`src/design/aafp_pkg.sv`:
```
// aafp_pkg: shared constants, types and the digit decode for the attitude frame parser
`default_nettype none

package aafp_pkg;

    // framing bytes
    localparam logic [7:0] HEADER_BYTE  = 8'h40;
    localparam logic [7:0] TRAILER_BYTE = 8'h2A;
    localparam logic [7:0] SPACE_BYTE   = 8'h20;
    localparam logic [7:0] ZERO_BYTE    = 8'h30;

    // frame geometry
    localparam int PAYLOAD_LEN = 15;
    localparam int FIELD_LEN   = 5;
    localparam int POS_W       = 5;

    localparam logic [POS_W-1:0] POS_IDLE    = 5'd0;
    localparam logic [POS_W-1:0] POS_LAST    = 5'd15;
    localparam logic [POS_W-1:0] POS_TRAILER = 5'd16;

    // widths
    localparam int BYTE_W  = 8;
    localparam int DIGIT_W = 9;
    localparam int SUM_W   = 24;
    localparam int ANGLE_W = 23;
    localparam int OUT_TDATA_W = 72;

    typedef logic [BYTE_W-1:0]         byte_t;
    typedef logic signed [DIGIT_W-1:0] digit_t;
    typedef logic signed [SUM_W-1:0]   sum_t;
    typedef logic signed [ANGLE_W-1:0] angle_t;

    // angle offsets
    localparam sum_t PITCH_OFFSET = 24'sd18000;
    localparam sum_t ROLL_OFFSET  = 24'sd9000;
    localparam sum_t YAW_OFFSET   = 24'sd18000;

    // decimal weight of each character in a field, most significant first
    function automatic sum_t digit_weight(input logic [2:0] idx);
        sum_t w;
        case (idx)
            3'd0:    w = 24'sd10000;
            3'd1:    w = 24'sd1000;
            3'd2:    w = 24'sd100;
            3'd3:    w = 24'sd10;
            3'd4:    w = 24'sd1;
            default: w = 24'sd0;
        endcase
        return w;
    endfunction

    // space reads as zero, anything else is code minus the zero character
    function automatic digit_t char_value(input byte_t c);
        digit_t d;
        if (c == SPACE_BYTE) begin
            d = '0;
        end else begin
            d = digit_t'({1'b0, c}) - digit_t'({1'b0, ZERO_BYTE});
        end
        return d;
    endfunction

endpackage

`default_nettype wire

```
`src/design/aafp_cell.sv`:
```
// aafp_cell: one payload byte cell of the shift chain, with its digit decode
`default_nettype none

module aafp_cell (
    input  wire logic            aclk,
    input  wire logic            shift_en,
    input  wire aafp_pkg::byte_t byte_in,
    output aafp_pkg::byte_t      byte_out,
    output aafp_pkg::digit_t     digit_out
);

    aafp_pkg::byte_t  byte_reg;
    aafp_pkg::byte_t  byte_next;
    aafp_pkg::digit_t digit_reg;
    aafp_pkg::digit_t digit_next;

    // take the neighbor's byte on each payload beat
    always_comb begin
        byte_next  = shift_en ? byte_in : byte_reg;
        digit_next = shift_en ? aafp_pkg::char_value(byte_in) : digit_reg;
    end

    always_ff @(posedge aclk) begin
        byte_reg  <= byte_next;
        digit_reg <= digit_next;
    end

    assign byte_out  = byte_reg;
    assign digit_out = digit_reg;

endmodule

`default_nettype wire

```
`src/design/aafp_field_sum.sv`:
```
// aafp_field_sum: weighted sum of the five digits of one decimal field
`default_nettype none

module aafp_field_sum (
    input  wire aafp_pkg::digit_t digit_in [aafp_pkg::FIELD_LEN],
    output aafp_pkg::sum_t        field_out
);

    aafp_pkg::sum_t term [aafp_pkg::FIELD_LEN];

    // constant-weight products, summed
    always_comb begin
        field_out = '0;
        for (int j = 0; j < aafp_pkg::FIELD_LEN; j++) begin
            term[j] = aafp_pkg::sum_t'(
                {{(aafp_pkg::SUM_W-aafp_pkg::DIGIT_W){digit_in[j][aafp_pkg::DIGIT_W-1]}},
                 digit_in[j]} * aafp_pkg::digit_weight(3'(j)));
            field_out = field_out + term[j];
        end
    end

endmodule

`default_nettype wire

```
`src/design/ascii_attitude_frame_parser_core.sv`:
```
// ascii_attitude_frame_parser_core: '@' + 15 payload + '*' framing, three angle fields out
//
//  channel | dir | tdata bits (low first)                               | beats
//  s_      | in  | [7:0] rx_byte                                        | one per byte
//  m_      | out | [22:0] pitch, [45:23] roll, [68:46] yaw, [71:69] zero | one per good frame
//
// one input beat a cycle while s_tready is high; each payload byte shifts into a row of 15 byte cells
// a good trailer loads the output register the same cycle; result shows next cycle
// s_tready drops only while a result waits and m_tready is low (one output register)
// aresetn (synchronous) returns the parser to idle and drops m_tvalid
`default_nettype none

module ascii_attitude_frame_parser_core (
    input  wire logic        aclk,
    input  wire logic        aresetn,
    input  wire logic        s_tvalid,
    output logic             s_tready,
    input  wire logic [7:0]  s_tdata,   // [7:0] rx_byte
    output logic             m_tvalid,
    input  wire logic        m_tready,
    output logic [71:0]      m_tdata    // [22:0] pitch, [45:23] roll, [68:46] yaw, pad
);

    logic [aafp_pkg::POS_W-1:0] pos_reg;
    logic [aafp_pkg::POS_W-1:0] pos_next;
    logic                       m_valid_reg;
    logic                       m_valid_next;
    aafp_pkg::angle_t           pitch_reg, roll_reg, yaw_reg;
    aafp_pkg::angle_t           pitch_next, roll_next, yaw_next;

    logic s_beat;
    logic in_payload;
    logic good_trailer;

    aafp_pkg::byte_t  cell_byte  [aafp_pkg::PAYLOAD_LEN];
    aafp_pkg::digit_t cell_digit [aafp_pkg::PAYLOAD_LEN];
    aafp_pkg::digit_t fld_digit  [3][aafp_pkg::FIELD_LEN];
    aafp_pkg::sum_t   fld_sum    [3];
    aafp_pkg::sum_t   pitch_full, roll_full, yaw_full;

    assign s_tready     = !m_valid_reg || m_tready;
    assign s_beat       = s_tvalid && s_tready;
    assign in_payload   = (pos_reg != aafp_pkg::POS_IDLE) && (pos_reg <= aafp_pkg::POS_LAST);
    assign good_trailer = (pos_reg == aafp_pkg::POS_TRAILER)
                          && (s_tdata == aafp_pkg::TRAILER_BYTE);

    // byte cell chain: cell 0 takes the new byte, the oldest byte sits in the last cell
    for (genvar k = 0; k < aafp_pkg::PAYLOAD_LEN; k++) begin : g_cell
        aafp_cell u_cell (
            .aclk      (aclk),
            .shift_en  (s_beat && in_payload),
            .byte_in   ((k == 0) ? s_tdata : cell_byte[(k == 0) ? 0 : k-1]),
            .byte_out  (cell_byte[k]),
            .digit_out (cell_digit[k])
        );
    end

    // field f, character j is payload byte 5f+j, held in cell 14-5f-j
    for (genvar f = 0; f < 3; f++) begin : g_field
        for (genvar j = 0; j < aafp_pkg::FIELD_LEN; j++) begin : g_dig
            assign fld_digit[f][j] =
                cell_digit[aafp_pkg::PAYLOAD_LEN-1-aafp_pkg::FIELD_LEN*f-j];
        end
        aafp_field_sum u_sum (
            .digit_in  (fld_digit[f]),
            .field_out (fld_sum[f])
        );
    end

    // angle offsets
    assign pitch_full = aafp_pkg::PITCH_OFFSET - fld_sum[0];
    assign roll_full  = fld_sum[1] - aafp_pkg::ROLL_OFFSET;
    assign yaw_full   = fld_sum[2] - aafp_pkg::YAW_OFFSET;

    // frame position sequencing
    always_comb begin
        pos_next = pos_reg;
        if (s_beat) begin
            if (pos_reg == aafp_pkg::POS_IDLE) begin
                if (s_tdata == aafp_pkg::HEADER_BYTE) begin
                    pos_next = aafp_pkg::POS_IDLE + 5'd1;
                end
            end else if (in_payload) begin
                pos_next = pos_reg + 5'd1;
            end else begin
                pos_next = aafp_pkg::POS_IDLE;
            end
        end
    end

    // output register
    always_comb begin
        m_valid_next = m_valid_reg && !m_tready;
        pitch_next   = pitch_reg;
        roll_next    = roll_reg;
        yaw_next     = yaw_reg;
        if (s_beat && good_trailer) begin
            m_valid_next = 1'b1;
            pitch_next   = pitch_full[aafp_pkg::ANGLE_W-1:0];
            roll_next    = roll_full[aafp_pkg::ANGLE_W-1:0];
            yaw_next     = yaw_full[aafp_pkg::ANGLE_W-1:0];
        end
    end

    always_ff @(posedge aclk) begin
        if (!aresetn) begin
            pos_reg     <= aafp_pkg::POS_IDLE;
            m_valid_reg <= 1'b0;
        end else begin
            pos_reg     <= pos_next;
            m_valid_reg <= m_valid_next;
        end
    end

    always_ff @(posedge aclk) begin
        pitch_reg <= pitch_next;
        roll_reg  <= roll_next;
        yaw_reg   <= yaw_next;
    end

    assign m_tvalid = m_valid_reg;
    assign m_tdata  = {3'b000, yaw_reg, roll_reg, pitch_reg};

    // checks
    a_pos_range: assert property (@(posedge aclk) disable iff (!aresetn)
        pos_reg <= aafp_pkg::POS_TRAILER)
        else $error("frame position beyond trailer slot");

    a_result_from_trailer: assert property (@(posedge aclk) disable iff (!aresetn)
        (!m_valid_reg && m_valid_next) |-> (s_beat && good_trailer))
        else $error("result raised without a good trailer beat");

    a_idle_non_header: assert property (@(posedge aclk) disable iff (!aresetn)
        (s_beat && pos_reg == aafp_pkg::POS_IDLE && s_tdata != aafp_pkg::HEADER_BYTE)
        |=> pos_reg == aafp_pkg::POS_IDLE)
        else $error("non-header byte left idle");

    a_ready_stall: assert property (@(posedge aclk) disable iff (!aresetn)
        !s_tready |-> (m_valid_reg && !m_tready))
        else $error("input stalled without a blocked result");

    a_trailer_returns_idle: assert property (@(posedge aclk) disable iff (!aresetn)
        (s_beat && pos_reg == aafp_pkg::POS_TRAILER) |=> pos_reg == aafp_pkg::POS_IDLE)
        else $error("trailer slot did not return to idle");

endmodule

`default_nettype wire
```
`config.mk`:
```
export PLATFORM = sky130hd
export DESIGN_NAME = ascii_attitude_frame_parser_core
export DESIGN_NICKNAME = d
export VERILOG_FILES = /design/src/design/aafp_pkg.sv /design/src/design/aafp_cell.sv /design/src/design/aafp_field_sum.sv /design/src/design/ascii_attitude_frame_parser_core.sv
export SDC_FILE = /design/constraint.sdc
export NUM_CORES = 1
export LEC_CHECK = 0
export BUFFER_PORTS_ARGS = -buffer_cell sky130_fd_sc_hd__buf_2
export CORE_ASPECT_RATIO = 0.6
export CORE_MARGIN = 5
export CORE_UTILIZATION = 54
export CTS_BUF_LIST = sky130_fd_sc_hd__clkbuf_2
export DETAILED_ROUTE_END_ITERATION = 8
export PLACE_DENSITY = 0.7
export SETUP_SLACK_MARGIN = 0.4
export SYNTH_ARGS = -nofsm -noshare
export SYNTH_HDL_FRONTEND = slang
export SYNTH_HIERARCHICAL = 1
export SYNTH_SLANG_ARGS = --single-unit
```
`constraint.sdc`:
```
create_clock -name aclk -period 46.3 [get_ports aclk]
set_input_delay 0 -clock aclk [delete_from_list [all_inputs] [get_ports aclk]]
set_output_delay 0 -clock aclk [all_outputs]
set_load 0.01 [all_outputs]
```
==> results.txt <==
* Result of the run: complete, no violations
* Capture endpoint of the worst hold path: g_cell[0].u_cell/digit_out[6]$_SDFFCE_PN0P_
- After routing the design area is around 37000 µm².
- All-Layer GR Usage: between 20 and 25%
- In the global route stage, met2 resource usage came out at 31.43%.
* CP Data Arrival Time: about 9 ns
- The post-route netlist has under 10% of its cells at a drive strength greater than 1.
- For this run the aggregate overflow at the end of global routing stands at 0.
- Layout fillers: around 5200
- Number of max-slew violations in the final report: 0
* Met1 usage in global routing: between 30 and 40%
- For this run, global-route usage on met3 was measured as ~4.7%.
- The worst setup path is of the reg2reg kind.
- The total count of hold-check failures in the final report came to 0.
- Cts repair resizes: 0
- For this run, the top clock speed supported by timing is approximately 120 MHz.
- Starting Density: a little over half
- In this run the remaining antenna-violating nets after routing total 0.
- The final critical path takes up 18.53% of the cycle.
* Width of the chip: 336.6 µm
- Core Rows: 71
* Layout overhead on the synthesized area: 6.292%
- In this run the critical register-to-register path is launched from g_cell[13].u_cell/digit_out[0]$_SDFFCE_PN0P_.
- Reg2Reg Setup Slack: ~38 ns
- The die is approximately 210 µm tall.
* Syn_area_per_cell: about 11 µm²
* Max stage delay cell, worst path: fa_1
- Startpoint of the lowest-slack hold path: s_tdata[1]
- In this run the standard cell core region covers between 60000 and 70000 µm².
- The clock drives between 300 and 400 sinks.
* Total setup violations reported at the end of the flow: 0
- Number of nets at the end of the flow: ~4200
- CP Capture Type: register
- Dividing the detail-routed wire length by the instance count gives between 15 and 20 µm.
- Buffers inserted during clock tree synthesis total 78.
* Area of the mapped netlist: ~35000 µm²
* H-Tree Level Count: 3
- For this run, the number of Yosys warnings is 6.
- The number of global-route vias before repair came to 23218.
* Number of top-level design ports: 86
- Port buffering added 82 buffers.
* Gpl congestion: around 0.91
* Cell Area, Placed: around 36000 µm²
- Overall power of the completed layout: between 700 and 800 µW
- Least-Margin Pin Slew: 1.093 ns
- After detailed routing, the number of remaining DRC violations is 0.
* Total iterations of the first detailed-routing run: 5
- Most used cell, CP: fa_1
* Total leakage power: 0.01705 µW
* Clock slew at reported path FFs: roughly 0.10 ns
* Worst Clk Skew: ~0.10 ns
- Die outline area: between 60000 and 70000 µm²
- Slowest Stage Delay on Critical Path: just under 0.6 ns
- Synth Instances: between 3000 and 4000
- Tightest hold margin: 0.1470 ns
* Accumulated negative setup slack: 0 ns
* Worst slew margin: 27.11%
- In this run the worst path has a maximum fanout of 5.
* Number of buffers between clock root and the deepest sink: 3
- Sort of element at the start of the critical path: register
- Power spread over the standard cell area amounts to roughly 19 nW/µm².
- The worst hold path was traced through 5 stages.
- The worst path in the final design needs a cycle of between 8 and 9 ns, including I/O delays and setup.
- CTS tree: yes
* Logic depth of the worst register-to-register path: 29
- Detailed-placement wirelength estimate: between 60000 and 70000 µm
* Maximum number of pins on one net before global-route repair: 196
- Vias per Instance: roughly 5.3
- Counting both buffers and inverters, the worst setup path holds a total of 4.
* Sum of routed wire length over all layers: between 70000 and 80000 µm
- Max-cap check violation count: 0
* Layer with the highest usage: met1
- Setup repair after global routing left no endpoint under its margin.
- Flip-flop count of the largest register, all copies and words added: 135
- Required time of the worst setup path: approximately 47 ns
- The path class of the tightest hold or removal check is in2reg.
* Root buffer cell: clkbuf_2
* Clock latency of the later-clocked register in the worst-skew pair: between 0.9 and 1 ns
- The number of antenna violations at the first check in global routing came to 2.
- Number of DRC markers in iteration 0: approximately 1700
- Cell family with the largest share of critical-path delay: adder cells
- Vias: approximately 22000
- First-pass GRT wire length: between 100000 and 150000 µm
* Worst voltage drop across the vdd grid: about 0.000017 V
* FF-to-FF End: pitch_reg[22]$_DFFE_PP_
==> tightest hold or removal path, stage by stage <==
cell and delay [ns]:
dlygate4sd3_1 0.51, buf_2 0.14, or4b_4 0.14, nor4_4 0.04
nor2_1 0.09
==> placed cells by master (no fill, tap or decap), drive strengths merged, types with 19 or more instances in the layout <==
master,instances
inv,737
nand2b,29
xnor2,168
nor3,52
a21oi,134
o21a,19
edfxtp,316
o21ai,86
a21o,51
buf,87
nand2,92
nor2b,28
ha,477
dlygate4sd3,26
xor2,101
fa,369
clkinv,21
nand3,23
and2,19
clkbuf,107
nor4,40
nor2,152
a211oi,22
==> layer usage <==
| metal | up-vias | wire length [µm] |
|---|---|---|
| met4 | 0 | 1373 |
| met3 | 106 | 4940 |
| met5 | - | 0 |
| li1 | 10825 | - |
| met2 | 629 | 29530 |
| met1 | 10891 | 36360 |
==> area by class of cell <==
| cell class | count | area [µm²] | share of cell area [%] |
|---|---|---|---|
| sequential | 322 | 9609 | 26.16 |
| antenna | 3 | 7.507 | 0.02044 |
| clock inverter | 26 | 241.5 | 0.6574 |
| timing repair buffer | 113 | 720.7 | 1.962 |
| tap | 839 | 1050 | 2.858 |
| multi-input combinational | 2091 | 21800 | 59.34 |
| clock buffer | 107 | 535.5 | 1.458 |
| inverter | 738 | 2770 | 7.541 |
==> worst max-delay path by stage <==
stage / startpoint / cells past startpoint / end / slack [ns]
detailed placement: g_cell[13].u_cell/digit_out[0]$_SDFFCE_PN0P_ / 29 / pitch_reg[22]$_DFFE_PP_ / 37.82
finish: g_cell[13].u_cell/digit_out[0]$_SDFFCE_PN0P_ / 29 / pitch_reg[22]$_DFFE_PP_ / 37.72
CTS: g_cell[13].u_cell/digit_out[0]$_SDFFCE_PN0P_ / 29 / pitch_reg[22]$_DFFE_PP_ / 37.80
floorplan: pos_reg[0]$_SDFFE_PN0P_ / 4 / g_cell[0].u_cell/byte_out[0]$_DFFE_PP_ / 29.76
global route: g_cell[13].u_cell/digit_out[0]$_SDFFCE_PN0P_ / 29 / pitch_reg[22]$_DFFE_PP_ / 37.30
global placement: g_cell[13].u_cell/digit_out[0]$_SDFFCE_PN0P_ / 29 / pitch_reg[22]$_DFFE_PP_ / 37.98
==> through the flow <==
stage                     setup WS, ns  util [%]  instances
after detailed placement         37.82     56.66       4077
after floorplan                  29.76         -       3227
after global routing             37.30     58.32       4239
after CTS                        37.80     58.31       4236
final                            37.72     58.32       4239
after global placement           37.98     56.66       4077
==> where the power goes <==
part	switching [µW]	total, µW	internal (µW)	leakage, µW
Sequential	0.630	326	325	0.00289
Clock	114	205	90.5	0.000559
Combinational	106	180	73.7	0.0136
==> what timing repair did <==
action,4_1_cts,5_1_grt
setup endpoints to repair,0,0
setup buffers,0,0
hold buffers,26,0
endpoints found under the hold margin,100,0
No activity file was read; power rests on OpenSTA's default activity.
